File: config.mk
export PLATFORM = sky130hd
export DESIGN_NAME = gfp_queue
export DESIGN_NICKNAME = d
export VERILOG_FILES = /design/src/rtl/gfp_pkg.sv /design/src/rtl/gfp_queue.sv
export SDC_FILE = /design/constraint.sdc
export NUM_CORES = 1
export LEC_CHECK = 0
export CORE_MARGIN = 8
export CORE_UTILIZATION = 62
export DETAILED_ROUTE_END_ITERATION = 12
export DONT_BUFFER_PORTS = 1
export PLACE_DENSITY = 0.74
export SYNTH_ARGS = -nofsm -noshare
export SYNTH_HDL_FRONTEND = slang
export SYNTH_SLANG_ARGS = --single-unit
export TNS_END_PERCENT = 30
File: constraint.sdc
create_clock -name clock -period 2.44 [get_ports clock]
set_input_delay 0.366 -clock clock [delete_from_list [all_inputs] [get_ports clock]]
set_output_delay 0.366 -clock clock [all_outputs]
set_load 0.05 [all_outputs]
File: src/rtl/gfp_pkg.sv
// Shared types and constants for the group-of-four pooling block.
package gfp_pkg;

   // Defaults for the top-level parameters
   localparam int MAX_ELEMENTS_DEFAULT = 4096;
   localparam int VALUE_WIDTH_DEFAULT  = 16;

   // Samples pooled per group and the phase that closes a group
   localparam int         GROUP_SIZE = 4;
   localparam logic [1:0] PHASE_FIRST = 2'd0;
   localparam logic [1:0] PHASE_LAST  = 2'(GROUP_SIZE - 1);

   // Configuration port
   localparam int CSR_INDEX_W = 1;
   localparam int EPS_W       = 13;
   localparam int CSR_DATA_W  = EPS_W;
   localparam logic [CSR_INDEX_W-1:0] CSR_POOL_MODE = 1'd0;
   localparam logic [CSR_INDEX_W-1:0] CSR_ELEMENTS  = 1'd1;
   localparam logic [EPS_W-1:0]       EPS_RESET     = 13'd4096;

   // Pooling modes
   localparam logic MODE_MAX = 1'b0;
   localparam logic MODE_AVG = 1'b1;

   // Entries in the queue between front and back
   localparam int QUEUE_DEPTH = 4;

   // Per-beat control that travels from front to back
   typedef struct packed {
      logic       mode;
      logic [1:0] phase;
      logic       last;
   } gfp_ctl_type;

   // Queue status
   typedef struct packed {
      logic full;
      logic empty;
   } gfp_qstat_type;

   // Back-end pipeline status
   typedef struct packed {
      logic s2_valid;
      logic s2_emit;
   } gfp_bstat_type;

endpackage

File: src/rtl/gfp_queue.sv
// Short queue that decouples the front end from the back end.
module gfp_queue import gfp_pkg::*; #(
   parameter int WIDTH = 8
) (
   input  logic             clock,
   input  logic             reset,
   input  logic             push,
   input  logic [WIDTH-1:0] push_data,
   input  logic             pop,
   output logic [WIDTH-1:0] pop_data,
   output gfp_qstat_type    qstat
);

   localparam int PTR_W = $clog2(QUEUE_DEPTH);
   localparam int LVL_W = $clog2(QUEUE_DEPTH + 1);

   logic [WIDTH-1:0] entries_ff [QUEUE_DEPTH];
   logic [PTR_W-1:0] wr_ptr_ff;
   logic [PTR_W-1:0] rd_ptr_ff;
   logic [LVL_W-1:0] level_ff;

   assign qstat.full  = (level_ff == LVL_W'(QUEUE_DEPTH));
   assign qstat.empty = (level_ff == '0);
   assign pop_data    = entries_ff[rd_ptr_ff];

   // Store beats in arrival order
   always_ff @(posedge clock) begin
      if (push) begin
         entries_ff[wr_ptr_ff] <= push_data;
      end
   end

   // Advance pointers and track the fill level
   always_ff @(posedge clock) begin
      if (reset) begin
         wr_ptr_ff <= '0;
         rd_ptr_ff <= '0;
         level_ff  <= '0;
      end else begin
         if (push) begin
            wr_ptr_ff <= wr_ptr_ff + PTR_W'(1);
         end
         if (pop) begin
            rd_ptr_ff <= rd_ptr_ff + PTR_W'(1);
         end
         if (push && !pop) begin
            level_ff <= level_ff + LVL_W'(1);
         end else if (pop && !push) begin
            level_ff <= level_ff - LVL_W'(1);
         end
      end
   end

endmodule

======== Yosys cells after proc, flatten, opt, wreduce, memory -nomap -nowiden ========
Memories as Yosys holds them, arrays and structs flattened. A register that Yosys moved wholly into a read port is not among the register bits.
Index checks and enable logic that the tools add are counted.
storage, ports and cells
  output and inout bits ................... 10
  register bits after elaboration ......... 7
  bits in writable memories ............... 32
  memories kept ........................... 1
memories
  memory      words  width  read ports  clocked after memory_dff  wr ports  RTL line         text
  entries_ff  4      8      1           1                         1         gfp_queue.sv:17  logic [WIDTH-1:0] entries_ff [QUEUE_DEPTH];
cells by class
  reductions and logical operators ........ 6
  multiplexer cells ....................... 6
  add/sub/neg operators ................... 4
  equality and inequality tests ........... 1
operators by type and width
  kind                                               number
  two-way mux 3 bit                                  2
  adder 2 x 1 -> 2 bit (second input constant)       2
  two-way mux 2 bit                                  2
  adder 3 x 1 -> 3 bit (second input constant)       1
  equality test 3 bit (second input constant)        1
  zero test 3 bit                                    1
  subtractor 3 x 1 -> 3 bit (second input constant)  1
  logical AND 1 bit                                  2
  zero test 1 bit                                    2
  two-way mux 1 bit                                  2
  nonzero test 2 bit                                 1

======== Logic depth before layout (Yosys ltp) ========
  depth in word-level cells ............... 4
  depth in mapped cells ................... 7
  gate-level depth less buffers ........... 7

======== Worst setup path after synthesis ========
No wires, ideal clock.
  kind .................................... register -> output
  from .................................... reg level_ff[1]
  to ...................................... out qstat[1] (netlist name)
  buffers on the path ..................... 0
  setup slack ............................. 0.572 ns
  data arrival time ....................... 1.502 ns
  cell stages (with the launch flop) ...... 2
  cells stage by stage .................... dfxtp_1 -> nor3b_1
RTL lines
  what                    RTL line         text
  start, declared         gfp_queue.sv:20  logic [LVL_W-1:0] level_ff;
  start signal, assigned  gfp_queue.sv:47  level_ff <= level_ff + LVL_W'(1);
  start signal, assigned  gfp_queue.sv:49  level_ff <= level_ff - LVL_W'(1);
  end, declared           gfp_queue.sv:11  output gfp_qstat_type qstat

==> impl_metrics.tcl <==
set metrics [dict create \
    ys_seq_area_frac 0.7192 \
    cts-hold-fix-buffers 0 \
    cts_tree "built" \
    cp.required_ps 2070 \
    powerDensity_nw_per_um2 824.8 \
    die_h_um 66.59 \
    grt_pass1_vias 757 \
    synth_fp_nets 104 \
    place_hpwl_mm 1.530 \
    critical_path_buf_inv_count 0 \
    path_clk_slew_ps 110 \
    rsz0062_at_grt "false" \
    fin_worst_skew_ps 2.948 \
    period_needed_ps 2137 \
    crit_path_end_kind "output port" \
    yosys_register_bits 41 \
    cts_buffers 5 \
    clock_path_buffers 2 \
    grt.overflow.total 0 \
    yosysWarningCount 0 \
    fmax_ghz 0.4680 \
    ant_nets 0 \
    route.detailed.drc 0 \
    finalSetupTns_ps 0 \
    crit_slowest_cell "mux4_2" \
    start_util 0.6463 \
    area_growth_pct 6.388 \
    period_share 0.8756 \
    firstDrtPassIters 5 \
    num_antenna_cells 0 \
    cts.repair.resized 0 \
    critPathTopFamily "multiplexers" \
    arrival_ps 1770 \
    io_pins 22 \
    cts_setup_buffers 0 \
    p_leak_nw 0.5813 \
    die_area_um2 4434 \
    critPathMaxFanout 8 \
    drt_iter0_markers 21 \
    peakVddDrop_uv 602.1 \
    grt_pass1_wl_mm 3.594 \
    place_congestion 0.6643 \
    slew_viol_final 0 \
    port_buffers 0 \
    hold_viol 0 \
    viasPerCell 5.675 \
    antenna_found_initial 0 \
    fin_util 0.6876 \
    worstMarginPinSlew_ps 552.9 \
    max_cap_viol_count 0 \
    syn_inst 86 \
    slew_headroom 0.6309 \
    synth_area_um2 1587 \
    routed_wl_mm 2.222 \
    clock_latency_ps 340 \
    clock_sinks 41 \
    nets 110 \
    dr_total_vias 698 \
    track_usage 0.1145 \
    layout-drive-gt1-share 0.1935 \
    grt_max_degree 13 \
    cp_cell_sequence "mux4_2" \
    fp.dieW_um 66.59 \
    yosysUniqueCellTypes 20 \
    setup_viol 0 \
    cts_htree_levels 2 \
    avgSynthCellArea_um2 18.45 \
    placementRows 18 \
    min_path_type "primary input to register" \
    core_area_um2 2455 \
    root_buffer "clkbuf_4" \
    critPathLaunchType "register" \
    max_stage_delay_ps 750 \
    status "finished clean" \
    critPathKind "register to output port" \
    fin_hold_ws_ps 81.92 \
    wire_per_inst_um 18.07 \
]
kinds of logic after synthesis:
group | Yosys count | synth area share
muxes | 10 | 0.1262
buffers and inverters | 7 | 0.02207
DFF | 41 | 0.7192
and+or+nand+nor | 15 | 0.04653
xor gates and xnor gates | 5 | 0.02761
AOI/OAI and AO/OA | 2 | 0.006303
adders and majority gates | 6 | 0.05205
per-stage QoR:
stage	cells	power (mW)	worst slack, ps	instance area (um^2)
global route	123	1.451	194.0	1688
floorplan	86	1.040	572.2	1587
CTS	123	1.407	261.7	1688
finish	123	1.392	303.5	1688
detailed placement	115	1.078	647.5	1629
global placement	115	1.072	661.3	1629
worst paths after layout:
kind,startpoint,endpoint,slack [ps],depth (start not counted)
max,register,pop_data[7],300,1
min,reset,register,80,1
max reg2reg,level_ff[0]$_SDFFE_PP0P_,level_ff[2]$_SDFFE_PP0P_,940,4
min reg2reg,level_ff[2]$_SDFFE_PP0P_,level_ff[2]$_SDFFE_PP0P_,540,2
cells in the final DEF, fill, tap and decap left out:
| cell | Yosys | layout |
|---|---|---|
| mux4_2 | 8 | 8 |
| clkbuf_1 | 1 | 2 |
| nor3b_2 | 0 | 1 |
| xor2_1 | 3 | 3 |
| buf_4 | 0 | 2 |
| clkbuf_8 | 0 | 1 |
| and2_1 | 4 | 4 |
| nor2_1 | 7 | 7 |
| ha_1 | 5 | 5 |
| o21ai_0 | 1 | 1 |
| xnor2_1 | 2 | 2 |
| dfxtp_1 | 9 | 9 |
| mux2i_1 | 2 | 2 |
| nand2_1 | 1 | 1 |
| or3_1 | 1 | 1 |
| inv_1 | 4 | 4 |
| nor3_2 | 0 | 1 |
| clkbuf_4 | 0 | 5 |
| fa_1 | 1 | 1 |
| edfxtp_1 | 32 | 32 |
| a21oi_1 | 1 | 1 |
power breakdown:
part	switching [mW]	internal, mW
Combinational	0.151	0.0737
Sequential	0.0363	0.797
Clock	0.192	0.142
Total	0.379	1.01
Yosys cell counts (all sizes together):
cell type  number  area share
xor2            3       0.017
clkbuf          2      0.0055
or3             1      0.0039
nor3            1      0.0032
fa              1       0.013
mux2i           2       0.013
and2            4       0.016
inv             4      0.0095
ha              5       0.039
buf             1      0.0071
mux4            8        0.11
nand2           1      0.0024
a21oi           1      0.0032
o21ai           1      0.0032
nor3b           1      0.0047
nor2            7       0.017
xnor2           2       0.011
dfxtp           9        0.11
edfxtp         32        0.61
routing by layer:
metal	vias to the layer above	share of wire	track usage	wire [um]
met4	0	0.0041	0.06400	9
met1	337	0.38	0.1274	844
met2	26	0.51	0.1792	1143
met5	-	0	0	0
met3	2	0.10	0.05034	224
li1	333	-	-	-
area by class of cell:
cell class | instances | area [um^2]
repair buffers | 2 | 15.01
clock buffers | 8 | 58.81
fillers | 157 | 767.0
inverters | 4 | 15.01
multi-input cells | 38 | 420.4
well taps | 30 | 37.54
flip-flops and latches | 41 | 1141
flip-flops by register name, summed over array words and instances (netlist names), named ones only:
| register | count |
|---|---|
| rd_ptr_ff | 2 |
| wr_ptr_ff | 2 |
| level_ff | 3 |
| entries_ff | 32 |
(Power assumes the default switching activity.)
