File: config.mk
export PLATFORM = sky130hd
export DESIGN_NAME = gfp_front_flat
export DESIGN_NICKNAME = d
export VERILOG_FILES = /design/src/rtl/gfp_pkg.sv /design/src/rtl/gfp_req_if.sv /design/src/rtl/gfp_front.sv /design/src/flat_wrapper.sv
export SDC_FILE = /design/constraint.sdc
export NUM_CORES = 1
export LEC_CHECK = 0
export BUFFER_PORTS_ARGS = -buffer_cell sky130_fd_sc_hd__clkbuf_2
export CELL_PAD_IN_SITES_DETAIL_PLACEMENT = 1
export CELL_PAD_IN_SITES_GLOBAL_PLACEMENT = 2
export CORE_ASPECT_RATIO = 0.5
export CORE_UTILIZATION = 30
export CTS_CLUSTER_SIZE = 30
export DETAILED_ROUTE_END_ITERATION = 8
export HOLD_SLACK_MARGIN = 0.15
export PLACE_DENSITY_LB_ADDON = 0.1
export SETUP_SLACK_MARGIN = 0.02
export SLEW_MARGIN = 5
export SYNTH_ARGS = -nofsm -noshare
export SYNTH_HDL_FRONTEND = slang
export SYNTH_SLANG_ARGS = --single-unit
export TNS_END_PERCENT = 30
File: constraint.sdc
create_clock -name clock -period 11.98 [get_ports clock]
set_clock_uncertainty 0.05 [all_clocks]
set_input_delay 1.198 -clock clock [delete_from_list [all_inputs] [get_ports clock]]
set_output_delay 1.198 -clock clock [all_outputs]
set_load 0.02 [all_outputs]
File: src/rtl/gfp_pkg.sv
// Shared types and constants for the group-of-four pooling block.
package gfp_pkg;

   // Defaults for the top-level parameters
   localparam int MAX_ELEMENTS_DEFAULT = 4096;
   localparam int VALUE_WIDTH_DEFAULT  = 16;

   // Samples pooled per group and the phase that closes a group
   localparam int         GROUP_SIZE = 4;
   localparam logic [1:0] PHASE_FIRST = 2'd0;
   localparam logic [1:0] PHASE_LAST  = 2'(GROUP_SIZE - 1);

   // Configuration port
   localparam int CSR_INDEX_W = 1;
   localparam int EPS_W       = 13;
   localparam int CSR_DATA_W  = EPS_W;
   localparam logic [CSR_INDEX_W-1:0] CSR_POOL_MODE = 1'd0;
   localparam logic [CSR_INDEX_W-1:0] CSR_ELEMENTS  = 1'd1;
   localparam logic [EPS_W-1:0]       EPS_RESET     = 13'd4096;

   // Pooling modes
   localparam logic MODE_MAX = 1'b0;
   localparam logic MODE_AVG = 1'b1;

   // Entries in the queue between front and back
   localparam int QUEUE_DEPTH = 4;

   // Per-beat control that travels from front to back
   typedef struct packed {
      logic       mode;
      logic [1:0] phase;
      logic       last;
   } gfp_ctl_type;

   // Queue status
   typedef struct packed {
      logic full;
      logic empty;
   } gfp_qstat_type;

   // Back-end pipeline status
   typedef struct packed {
      logic s2_valid;
      logic s2_emit;
   } gfp_bstat_type;

endpackage

File: src/rtl/gfp_req_if.sv
// Input channel: one feature element per beat.
interface gfp_req_if #(
   parameter int VALUE_WIDTH = 16
);
   logic                          valid;
   logic                          ready;
   logic signed [VALUE_WIDTH-1:0] sample_value;

   modport source (output valid, output sample_value, input ready);
   modport sink   (input valid, input sample_value, output ready);
endinterface

File: src/rtl/gfp_front.sv
// Front end: configuration registers, position and phase counters, beat classification.
module gfp_front import gfp_pkg::*; #(
   parameter int MAX_ELEMENTS = MAX_ELEMENTS_DEFAULT,
   parameter int VALUE_WIDTH  = VALUE_WIDTH_DEFAULT,
   localparam int POS_W = (MAX_ELEMENTS > 1) ? $clog2(MAX_ELEMENTS) : 1,
   localparam int CNT_W = $clog2(MAX_ELEMENTS + 1)
) (
   input  logic                          clock,
   input  logic                          reset,
   gfp_req_if.sink                       req_chan,
   input  logic                          csr_write_enable,
   input  logic [CSR_INDEX_W-1:0]        csr_index,
   input  logic [CSR_DATA_W-1:0]         csr_write_data,
   input  gfp_qstat_type                 qstat,
   output logic                          push,
   output logic signed [VALUE_WIDTH-1:0] push_value,
   output logic [POS_W-1:0]              push_pos,
   output gfp_ctl_type                   push_ctl
);

   logic             mode_ff;
   logic [EPS_W-1:0] eps_ff;
   logic [POS_W-1:0] pos_ff,   pos_in;
   logic [1:0]       phase_ff, phase_in;
   logic [CNT_W-1:0] count_eff;
   logic [CNT_W-1:0] pos_cur;
   logic [CNT_W-1:0] pos_next;
   logic             accept;

   // Clamp the element count to 1..MAX_ELEMENTS
   always_comb begin
      if (eps_ff == '0) begin
         count_eff = CNT_W'(1);
      end else if (32'(eps_ff) > 32'(MAX_ELEMENTS)) begin
         count_eff = CNT_W'(MAX_ELEMENTS);
      end else begin
         count_eff = CNT_W'(eps_ff);
      end
   end

   assign req_chan.ready = !qstat.full;
   assign accept         = req_chan.valid && !qstat.full;

   // Restart at position zero when the count shrank to or below the counter
   always_comb begin
      pos_cur  = (CNT_W'(pos_ff) >= count_eff) ? '0 : CNT_W'(pos_ff);
      pos_next = pos_cur + CNT_W'(1);
      if (pos_next >= count_eff) begin
         pos_in   = '0;
         phase_in = phase_ff + 2'd1;
      end else begin
         pos_in   = POS_W'(pos_next);
         phase_in = phase_ff;
      end
   end

   // Classify the beat for the back end
   assign push           = accept;
   assign push_value     = req_chan.sample_value;
   assign push_pos       = POS_W'(pos_cur);
   assign push_ctl.mode  = mode_ff;
   assign push_ctl.phase = phase_ff;
   assign push_ctl.last  = (pos_next == count_eff);

   // Hold configuration and counters
   always_ff @(posedge clock) begin
      if (reset) begin
         mode_ff  <= MODE_MAX;
         eps_ff   <= EPS_RESET;
         pos_ff   <= '0;
         phase_ff <= PHASE_FIRST;
      end else begin
         if (csr_write_enable) begin
            unique case (csr_index)
               CSR_POOL_MODE: mode_ff <= csr_write_data[0];
               CSR_ELEMENTS:  eps_ff  <= csr_write_data[EPS_W-1:0];
               default: ;
            endcase
         end
         if (accept) begin
            pos_ff   <= pos_in;
            phase_ff <= phase_in;
         end
      end
   end

endmodule

File: src/flat_wrapper.sv
// flat-port wrapper written by rule: the top's interface ports become plain ports
module gfp_front_flat import gfp_pkg::*;
#(
   parameter int MAX_ELEMENTS = MAX_ELEMENTS_DEFAULT,
   parameter int VALUE_WIDTH  = VALUE_WIDTH_DEFAULT,
   localparam int POS_W = (MAX_ELEMENTS > 1) ? $clog2(MAX_ELEMENTS) : 1,
   localparam int CNT_W = $clog2(MAX_ELEMENTS + 1)
)
  (clock, reset, csr_write_enable, csr_index, csr_write_data, qstat, push, push_value, push_pos, push_ctl, req_chan_valid, req_chan_sample_value, req_chan_ready);
  gfp_req_if #(.VALUE_WIDTH(VALUE_WIDTH)) req_chan_i ();
  input  logic clock;
  input  logic reset;
  input  logic csr_write_enable;
  input  logic [CSR_INDEX_W-1:0] csr_index;
  input  logic [CSR_DATA_W-1:0] csr_write_data;
  input  gfp_qstat_type qstat;
  output logic push;
  output logic signed [VALUE_WIDTH-1:0] push_value;
  output logic [POS_W-1:0] push_pos;
  output gfp_ctl_type push_ctl;
  input wire logic [$bits(req_chan_i.valid)-1:0] req_chan_valid;
  input wire logic [$bits(req_chan_i.sample_value)-1:0] req_chan_sample_value;
  output wire logic [$bits(req_chan_i.ready)-1:0] req_chan_ready;
  assign req_chan_i.valid = req_chan_valid;
  assign req_chan_i.sample_value = req_chan_sample_value;
  assign req_chan_ready = req_chan_i.ready;
  gfp_front #(.MAX_ELEMENTS(MAX_ELEMENTS), .VALUE_WIDTH(VALUE_WIDTH)) u_core (.clock(clock), .reset(reset), .req_chan(req_chan_i), .csr_write_enable(csr_write_enable), .csr_index(csr_index), .csr_write_data(csr_write_data), .qstat(qstat), .push(push), .push_value(push_value), .push_pos(push_pos), .push_ctl(push_ctl));
endmodule
# Word level (Yosys, flattened, before mapping)
# Index checks and enable logic that the tools add are counted.
op_classes:
  n_addsub: 2
  order_cmp: 3
  eq_ne: 1
  n_mux: 4
  bitwise_logic: 1
  n_reduce_logical: 6
op_table:
  columns: ["cell", "n"]
  rows:
  - ["13-bit two-way mux", 2]
  - ["12-bit two-way mux", 2]
  - ["13-bit by 1-bit adder with 13-bit output, second input constant", 1]
  - ["13-bit equality test", 1]
  - ["12-bit by 13-bit >= comparator with 1-bit output", 1]
  - ["13-bit >= comparator", 1]
  - ["13-bit greater-than comparator, second input constant", 1]
  - ["13-bit logical NOT", 1]
  - ["2-bit AND reduction", 3]
  - ["2-bit by 1-bit adder with 2-bit output, second input constant", 1]
  - ["1-bit logical AND", 1]
  - ["1-bit logical NOT", 1]
  - ["1-bit NOT", 1]
totals:
  regBits: 28
  output_inout_bits: 34
  word_cells: 21

# Longest topological paths before layout
logic_depth:
  word_depth: 8
  mapped_depth: 20
  depth_no_buf: 16

# Least setup slack after synthesis
# OpenSTA, ideal clock, no wires.
synth_path:
  path_type: "flip-flop to output port"
  startpoint: "reg u_core.eps_ff[12]"
  endpoint: "out push_ctl[0] (netlist bit)"
  arrival_time_ps: 3338
  t_required_ps: 10732
  path_slack_ps: 7394
  stages_incl_launch_ff: 14
  path_buffers: 2
  path_cell_list: "dfxtp_1 inv_1 clkbuf_1 nand2_1 ha_1 a21oi_1 a21boi_1 o311ai_1 o211ai_1 clkbuf_1 nor2_1 ha_1 nand4_1 nor4_2"
synth_lines:
  columns: ["item", "line", "text"]
  rows:
  - ["from (decl)", "gfp_front.sv:22", "logic [EPS_W-1:0] eps_ff;"]
  - ["from (signal assigned)", "gfp_front.sv:76", "CSR_ELEMENTS: eps_ff <= csr_write_data[EPS_W-1:0];"]
  - ["to (decl)", "flat_wrapper.sv:20", "output gfp_ctl_type push_ctl;"]

==> reports/metrics.yaml <==
clock_tree:
  tritoncts: "done"
  path_clk_slew_ns: 0.06
  cts_resized: 0
  ctsHoldBuffers: 0
  cts_setup_buffers: 0
  clockBufferDepth: 2
  insertion_delay_ns: 0.27
  cts_sinks: 28
  cts_buffers: 3
  cts_max_level: 1
  cts_root_buffer: "clkbuf_16"
place:
  hpwl_um: 5100
  port_buffers: 36
  gp_congestion: 0.741
critical_path:
  crit_fanout: 20
  ff2ff_setup_slack_ns: 7.09
  crit_path_end: "push_ctl[0]"
  criticalPathCategory: "reg -> out"
  critPathArrivalTime_ns: 3.83
  setup.worst_path.end_class: "output port"
  critPathLaunchType: "flip-flop"
  crit_start: "u_core.eps_ff[12]"
  cp.required_ns: 10.73
  reg2reg_depth: 15
  r2r_end: "u_core.pos_ff[3]"
  r2r_start: "u_core.eps_ff[12]"
global_route:
  grt_max_degree: 21
  grt_pass1_vias: 2183
  grt_usage_pct: 18.4
  grt_pass1_wl_um: 11100
  grt_overflow: 0
  grt_antenna_before_repair: 0
power:
  p_per_area_nw_per_um2: 89.2
  total_power_mw: 0.216
  p_leak_nw: 1.06
  peakVddDrop_mv: 0.0450
logic_synthesis:
  synth_fp_nets: 363
  yosysSeqAreaShare_pct: 25.1
  yosysTopAreaCellShare_pct: 25.1
  postSynthAreaPerCell_um2: 7.41
  synthTopCellsByCount: "65 x nand2_1, 28 x dfxtp_1, 28 x nor2_1"
  synthCells: 302
  netlist_area_um2: 2240
  synth_top_area_cell: "dfxtp_1"
  postSynth.asyncResetShare_pct: 0
  synth.area.top_cells: "dfxtp_1 25%, ha_1 14%, nand2_1 11%, a21oi_1 5.8%, buf_4 5.7%"
  yosysMostFrequentCell: "nand2_1"
  synth_top_flop_cell: "dfxtp_1"
  synth-edff-count: 0
  yosysWarnings: 0
  synth.distinct_cells: 48
  synth-seq-cells: 28
worst_hold_path:
  hold_path_class: "reg -> reg"
drt:
  drc: 0
  drt-initial-drc-count: 87
  wirelength_um: 6490
  wl_per_cell_um: 16.1
  vias: 2118
  avgViaCountPerCell: 5.24
  ant_nets: 0
  dr.pass1.iters: 4
floorplan:
  die-area_um2: 7830
  die_y_um: 63.1
  initial_core_util_pct: 32.3
  core_um2: 6940
  io_pins: 70
  die_w_um: 124
  core.rowCount: 21
finish:
  seqCellArea_um2: 561
  n_antenna_cell: 0
  syn_to_final_growth_pct: 8.45
  fillCellCount: 875
  drive_gt1_share_pct: 15.4
  nets: 375
  multiInputGateArea_um2: 1440
timing:
  fin_crit_sh_pct: 42.4
  hold_violations: 0
  slew_viol_final: 0
  fmax_mhz: 197
  tightest_slew_ns: 0.887
  period_needed_ns: 5.08
  setup-tns-final_ns: 0
  rsz0062_at_grt: "false"
  max_slew_margin_pct: 40.6
  setup_violations: 0
job:
  max_cap_viol_count: 0
outcome:
  status: "finished, final reports clean"
through the flow:
stage	cell area (um^2)	utilization [%]	hold WS, ns	setup WS (ns)	cells
after floorplan	2240	-	0.386	7.39	302
after global placement	2350	33.9	0.399	7.19	401
after detailed placement	2350	33.9	0.412	7.09	401
after CTS	2430	35.0	0.422	6.83	404
after global routing	2430	35.0	0.451	6.52	404
final	2430	35.0	0.419	6.90	404
worst max-delay path, cell delays in order (launching register included):
cell and delay [ns]:
dfxtp_1 0.34, inv_1 0.30, nand2_1 0.15, ha_1 0.33
a21oi_1 0.15, a21boi_1 0.09, o311ai_1 0.33, o211a_1 0.64
o21a_1 0.26, ha_1 0.19, nand4_1 0.16, nor4_2 0.37
clkbuf_2 0.24
layout make-up:
type                       count  share of cell area, %
inverter                      14                   2.17
tap                           92                   4.74
timing repair buffer          37                   7.74
clock buffer                   3                   3.09
sequential                    28                   23.1
multi-input combinational    230                   59.2
power by group:
group / internal, mW / switching [mW]
clock: 0.0445 / 0.0338
combinational: 0.0132 / 0.0256
sequential: 0.0960 / 0.00324
total: 0.154 / 0.0627
cell usage in the layout (no fill, tap or decap), types with 3 or more instances in the layout:
master     Yosys  routed
ha_1          25      25
clkbuf_16      0       3
a21oi_1       26      26
nor3_1         8       8
o211ai_1       3       3
nor2_1        28      28
nand2_1       65      65
nand4_1        6       6
o2111ai_1      5       5
inv_1         14      14
o21a_1         4       4
nand3_1        8       8
and2_1         8       8
dfxtp_1       28      28
a41oi_1        3       3
o32ai_1        3       3
clkbuf_2       0      36
nor4_1         3       3
registers in the layout, summed over array words and instances (netlist names):
name             cells
u_core.eps_ff       13
u_core.pos_ff       12
u_core.phase_ff      2
u_core.mode_ff       1
cell families after synthesis:
logic type               synth area share (%)
AO/OA/AOI/OAI                            19.1
flip-flops                               25.1
multiplexers                            0.447
buffers and inverters                    10.8
XOR/XNOR                                 1.17
AND/OR/NAND/NOR                          29.5
adder cells (fa/ha/maj)                  14.0
worst min-delay path by stage:
stage                           startpoint          endpoint  cells past startpoint  slack (ns)
after floorplan           u_core.eps_ff[0]  u_core.eps_ff[0]                      2        0.39
after global placement    u_core.eps_ff[0]  u_core.eps_ff[0]                      2        0.40
after detailed placement  u_core.eps_ff[0]  u_core.eps_ff[0]                      2        0.41
after CTS                 u_core.eps_ff[0]  u_core.eps_ff[0]                      2        0.42
after global routing      u_core.eps_ff[4]  u_core.eps_ff[4]                      2        0.45
final                     u_core.eps_ff[0]  u_core.eps_ff[0]                      2        0.42
routing by layer:
| metal | GRT usage (%) | part of all wire (%) |
|---|---|---|
| met3 | 4.44 | 4.7 |
| met1 | 27.4 | 56 |
| met5 | 0 | 0 |
| met4 | 2.53 | 0.82 |
| met2 | 27.0 | 38 |
No activity file was read; power rests on OpenSTA's default activity.
